===== config.mk =====
export PLATFORM = sky130hd
export DESIGN_NAME = mbmf_div_cell
export DESIGN_NICKNAME = d
export VERILOG_FILES = /design/src/sv/mbmf_pkg.sv /design/src/sv/mbmf_div_cell.sv
export SDC_FILE = /design/constraint.sdc
export NUM_CORES = 1
export LEC_CHECK = 0
export ABC_AREA = 1
export BUFFER_PORTS_ARGS = -buffer_cell sky130_fd_sc_hd__buf_4
export CAP_MARGIN = 0
export CORE_MARGIN = 8
export CORE_UTILIZATION = 30
export DETAILED_ROUTE_END_ITERATION = 10
export HOLD_SLACK_MARGIN = 0.02
export SETUP_SLACK_MARGIN = 0.1
export SKIP_LAST_GASP = 1
export SYNTH_ARGS = -nofsm -noshare
export SYNTH_HDL_FRONTEND = slang
export SYNTH_SLANG_ARGS = --single-unit

===== constraint.sdc =====
create_clock -name clk_i -period 0.8 [get_ports clk_i]
set_input_delay 0.04 -clock clk_i [delete_from_list [all_inputs] [get_ports clk_i]]
set_output_delay 0.04 -clock clk_i [all_outputs]
set_load 0.1 [all_outputs]

===== src/sv/mbmf_pkg.sv =====
// shared types and codes for the masked box mean filter
package mbmf_pkg;

  localparam int unsigned SampleW = 16;

  typedef enum logic {
    ACT_SAMPLE = 1'b0,
    ACT_FLUSH  = 1'b1
  } action_e;

  typedef enum logic [1:0] {
    CFG_WIDTH   = 2'd0,
    CFG_HEIGHT  = 2'd1,
    CFG_MISSING = 2'd2,
    CFG_BAD     = 2'd3
  } cfg_index_e;

  typedef enum logic [2:0] {
    ST_IDLE,
    ST_WALK,
    ST_LAST,
    ST_DIV,
    ST_PUT
  } state_e;

  typedef struct packed {
    logic               action;
    logic [SampleW-1:0] sample;
  } in_item_t;

  typedef struct packed {
    logic [SampleW-1:0] smoothed;
    logic               frame_end;
  } out_item_t;

endpackage


===== src/sv/mbmf_div_cell.sv =====
// one restoring division step, registered; cells chain into a divider
module mbmf_div_cell #(
  parameter int unsigned NUM_W = 5
) (
  input  logic                      clk_i,
  input  logic                      rst_ni,
  input  logic                      valid_i,
  input  logic [NUM_W-1:0]          rem_i,
  input  logic [mbmf_pkg::SampleW-1:0] word_i,
  input  logic [NUM_W-1:0]          num_i,
  output logic                      valid_o,
  output logic [NUM_W-1:0]          rem_o,
  output logic [mbmf_pkg::SampleW-1:0] word_o,
  output logic [NUM_W-1:0]          num_o
);
  import mbmf_pkg::*;

  logic [NUM_W:0]     cat;
  logic               ge;
  logic [NUM_W-1:0]   rem_d;
  logic [SampleW-1:0] word_d;

  always_comb begin
    cat    = {rem_i, word_i[SampleW-1]};
    ge     = (cat >= {1'b0, num_i});
    rem_d  = ge ? NUM_W'(cat - {1'b0, num_i}) : NUM_W'(cat);
    // dividend bits shift out at the top, quotient bits shift in at the bottom
    word_d = {word_i[SampleW-2:0], ge};
  end

  always_ff @(posedge clk_i or negedge rst_ni) begin
    if (!rst_ni) begin
      valid_o <= 1'b0;
    end else begin
      valid_o <= valid_i;
    end
  end

  always_ff @(posedge clk_i) begin
    rem_o  <= rem_d;
    word_o <= word_d;
    num_o  <= num_i;
  end

endmodule


# [Yosys cells after proc, flatten, opt, wreduce, memory -nomap -nowiden]
# Index checks and enable logic that the tools add are counted.
[word_totals] mem_bits_ro=0 ramBits=0 latch_bits=0 out_inout_bits=27 wordCells=7 reg_bits=27 memories=0 inputBits=29
[op_classes] order_cmp=1 muxes=1 mul=0 shifts=0 add_sub_neg=1 bitwise_logic=0 div=0 reduce_logical=0 n_eq_ne=0
[ops] op="6-bit by 5-bit >= comparator with 1-bit output" n=1
[ops] op="5-bit 2-to-1 mux" n=1
[ops] op="5-bit subtractor" n=1

# [Depth between registers and ports, before layout]
[logic_depth] word_depth=2 mapped_depth=10 ltp_nobuf=10

# [Worst setup path after synthesis]
# No wires, ideal clock.
[synth_timing] path_kind="input to register" start="input port word_i[15] (netlist bit)" end="register rem_o[3]" cell_stages=10 arrival_time_ps=1070 t_required_ps=688 setup_slack_ps=-382 path_cell_list="inv_1 > ha_1 > inv_1 > fa_1 > nand2_1 > nand2_2 > nand3_4 > nand2_4 > nand2_1 > nand2_1"
[synth_between] elab_chain_cells=2 elab_cells_between_ends=3 cone_classes="1 x add/sub; 1 x order compare; 1 x mux"
[synth_rtl] element="from (decl)" line="mbmf_div_cell.sv:9" source="input logic [mbmf_pkg::SampleW-1:0] word_i,"
[synth_rtl] element="6-bit by 5-bit >= comparator with 1-bit output" line="mbmf_div_cell.sv:25" source="ge = (cat >= {1'b0, num_i});"
[synth_rtl] element="named net ge" line="mbmf_div_cell.sv:19" source="logic ge;"
[synth_rtl] element="5-bit 2-to-1 mux" line="mbmf_div_cell.sv:26" source="rem_d = ge ? NUM_W'(cat - {1'b0, num_i}) : NUM_W'(cat);"
[synth_rtl] element="named net rem_d[3]" line="mbmf_div_cell.sv:20" source="logic [NUM_W-1:0] rem_d;"
[synth_rtl] element="to (signal assigned)" line="mbmf_div_cell.sv:40" source="rem_o <= rem_d;"
[synth_rtl] element="to (decl)" line="mbmf_div_cell.sv:12" source="output logic [NUM_W-1:0] rem_o,"
# The timed path passes the listed nets, and every way through them passes these cells.

# [Worst setup path in the final report]
[layout_timing] start="register valid_o" end="output port valid_o"
[layout_rtl] element="from (decl)" line="mbmf_div_cell.sv:11" source="output logic valid_o,"
[layout_rtl] element="from (signal assigned)" line="mbmf_div_cell.sv:35" source="valid_o <= valid_i;"
# No word-level cell between the ends.

==> flow_summary.yaml <==
logic_synthesis:
  ys_types: 18
  mappedNetlistNets: 114
  synth-edff-count: 0
  synth_top_area_share_pct: 60.55
  synth.top_cells.by_area: "sky130_fd_sc_hd__dfxtp_1 61%, sky130_fd_sc_hd__ha_1 7.3%, sky130_fd_sc_hd__nand2_1 6.1%"
  synth_seq_area_share_pct: 63.46
  yosysWarnings: 0
  synth.ff_latch_count: 27
  most_frequent_cell_after_synthesis: "sky130_fd_sc_hd__dfxtp_1"
  synth.cells.most_frequent: "26 x sky130_fd_sc_hd__dfxtp_1, 14 x sky130_fd_sc_hd__nand2_1, 9 x sky130_fd_sc_hd__inv_1, 9 x sky130_fd_sc_hd__nand3_1, 5 x sky130_fd_sc_hd__ha_1"
  synth_area_um2: 859.6
  synth_top_flop_cell: "sky130_fd_sc_hd__dfxtp_1"
  synth-async-reset-ratio_pct: 3.704
  syn-instance-count: 79
  syn-mean-instance-area_um2: 10.88
  synth_largest_area_cell: "sky130_fd_sc_hd__dfxtp_1"
clock_network:
  clockRootBuffer: "sky130_fd_sc_hd__clkbuf_4"
  tritoncts_clock_tree: "done"
  tritoncts.num_buffers: 3
  cts_max_path_buffers: 2
  clock_sinks: 27
  worst_setup_hold_path_clk_slew_ns: 0.15
  h_tree_depth: 1
drt:
  drt-initial-drc-count: 37
  via_per_inst: 4.367
  detailedRoute.firstPassIterationCount: 6
  remaining_drc_errors: 0
  postRouteAntennaNets: 0
  routed-via-count: 904
  average_detailed_routed_wire_length_per_instance_um: 15.46
  drt_wl_total_um: 3200
placement:
  globalplace.congestion: 0.7524
  dpl.hpwl_um: 1801
  numPortBuffers: 55
  place_worst_setup_slack_ns: -0.5303
  placed_area_um2: 1430
timing:
  fmax_ghz: 1.026
  timing.hold.ws_ns: 0.03730
  final-setup-viol-count: 33
  post-route-worst-setup-slack_ns: -0.1748
  layout_min_cycle_time_ns: 0.9748
  min_period_over_period_pct: 121.9
  tightestPinTransition_ns: 0.1880
  hold_viol_final: 0
  timing.slew.headroom_pct: 87.34
  rsz_0062_raised_after_global_routing: "true"
  slew_violations: 0
floorplanning:
  die-height_um: 69.53
  placeableCoreArea_um2: 2734
  start_util_pct: 31.44
  boundaryPins: 56
  die_width_um: 69.53
  site_rows: 19
  fp.dieArea_um2: 4834
global_route:
  globalRoute.totalOverflow: 0
  vias_in_the_first_global_route: 965
  global_routing_usage_summed_across_all_routing_layers_pct: 12.80
  grt_antenna_before_repair: 0
  largest_net_degree_at_the_start_of_global_routing: 16
  grt_pass1_wl_um: 4961
critical_path:
  critical_path_cell_by_cell: "buf_6"
  crit_path_start_kind: "flip-flop"
  worst-endpoint-arrival_ns: 0.93
  slowest_delay_ns: 0.43
  critical-path-top-delay-family: "flip-flops"
  critPathKind: "reg2out"
  endpoint_kind: "output pin"
  worst-path-buf-inv: 1
  timing.critical_path.slowest_stage_cell: "sky130_fd_sc_hd__dfrtp_2"
  critical_path.max_fanout: 1
  required_ns: 0.76
layout:
  area_of_combinational_cells_with_multiple_inputs_um2: 340.3
  final_area_um2: 2151
  final_nets: 212
  antenna_cells: 0
  layout-drive-gt1-share_pct: 65.34
  synthToLayoutAreaGrowth_pct: 150.2
  final.fill_count: 160
  register_area_um2: 579.3
flow_run:
  cap_viol_max_count: 0
power_and_ir_drop:
  peakVddDrop_v: 0.001700
  power.density_cell_area_nw_per_um2: 1860
  post-layout-total-power_mw: 4.001
  power_leakage_nw: 1.001
status:
  status: "finished with violations"
  failed_checks: "setup timing"
hold_path:
  hold_path_class: "in2reg"
## flip-flops by register name, summed over array words and instances (netlist names)
signal / flops
num_o: 5
rem_o: 5
valid_o: 1
word_o: 16
## final timing paths
| path | from | to | slack (ns) | depth (start not counted) |
|---|---|---|---|---|
| setup / recovery | valid_o$_DFF_PN0_ | valid_o | -0.17 | 1 |
| hold / removal | rem_i[2] | rem_o[3]$_DFF_P_ | 0.04 | 4 |
| max in group asynchronous | rst_ni | valid_o$_DFF_PN0_ | 0.12 | 3 |
| min in group asynchronous | rst_ni | valid_o$_DFF_PN0_ | 0.57 | 3 |
## cell usage in the layout (no fill, tap or decap)
cell and instances:
sky130_fd_sc_hd__a21oi_1 2, sky130_fd_sc_hd__inv_1 7, sky130_fd_sc_hd__fa_2 1, sky130_fd_sc_hd__nor2_1 3, sky130_fd_sc_hd__buf_12 27, sky130_fd_sc_hd__xor2_1 1
sky130_fd_sc_hd__o21ai_0 1, sky130_fd_sc_hd__ha_4 3, sky130_fd_sc_hd__dfrtp_2 1, sky130_fd_sc_hd__buf_8 1, sky130_fd_sc_hd__inv_12 1, sky130_fd_sc_hd__nand3_2 3
sky130_fd_sc_hd__inv_4 1, sky130_fd_sc_hd__dfxtp_2 26, sky130_fd_sc_hd__nor2_2 1, sky130_fd_sc_hd__clkinv_2 1, sky130_fd_sc_hd__nand2_1 10, sky130_fd_sc_hd__nand2_2 5
sky130_fd_sc_hd__ha_1 2, sky130_fd_sc_hd__buf_6 2, sky130_fd_sc_hd__or2_1 1, sky130_fd_sc_hd__buf_4 37, sky130_fd_sc_hd__clkbuf_4 3, sky130_fd_sc_hd__nand3_4 1
sky130_fd_sc_hd__dlygate4sd3_1 26, sky130_fd_sc_hd__nand3_1 7, sky130_fd_sc_hd__nand2_4 1, sky130_fd_sc_hd__nand3b_1 1
## per-stage QoR
step	cells	util [%]	setup TNS (ns)
6_report	207	78.67	-3.923
4_1_cts	205	77.76	-3.472
5_1_grt	207	78.67	-5.239
3_3_place_gp	173	52.31	-2.850
3_5_place_dp	173	52.31	-2.979
2_1_floorplan	79	-	-1.943
## area by class of cell
type / instances / share of cell area, %
well taps: 31 / 1.803
multi-input cells: 43 / 15.82
clock inverters: 1 / 0.2327
repair buffers: 93 / 51.89
flip-flops and latches: 27 / 26.93
inverters: 9 / 2.269
clock buffers: 3 / 1.047
## power by group
part | total, mW | switching [mW] | leakage [nW] | internal [mW]
Clock | 0.593 | 0.405 | 0.0177 | 0.188
Sequential | 1.57 | 0.0925 | 0.230 | 1.48
Combinational | 1.84 | 1.08 | 0.753 | 0.758
Total | 4.00 | 1.58 | 1.00 | 2.42
## layer usage
metal  wire length (µm)  vias up  global-route usage (%)
met5                  0        -                       0
met3                266        5                   5.150
li1                   -      444                       -
met1               1473      405                   15.49
met2               1409       50                   19.47
met4                 51        0                   5.467
## cells by family after synthesis
kind of cell	synth area share, %
compound gates	1.746
xor+xnor	1.019
buf+inv	3.930
fa+ha+maj	9.607
simple gates	20.23
flops	63.46
## what timing repair did
item | CTS | global route
resized for setup | 89 | 4
hold endpoints to repair | 25 | 0
pin swaps | 8 | 0
setup buffers | 2 | 2
setup endpoints to repair | 33 | 33
hold buffers | 26 | 0
No activity file was read; power rests on OpenSTA's default activity.
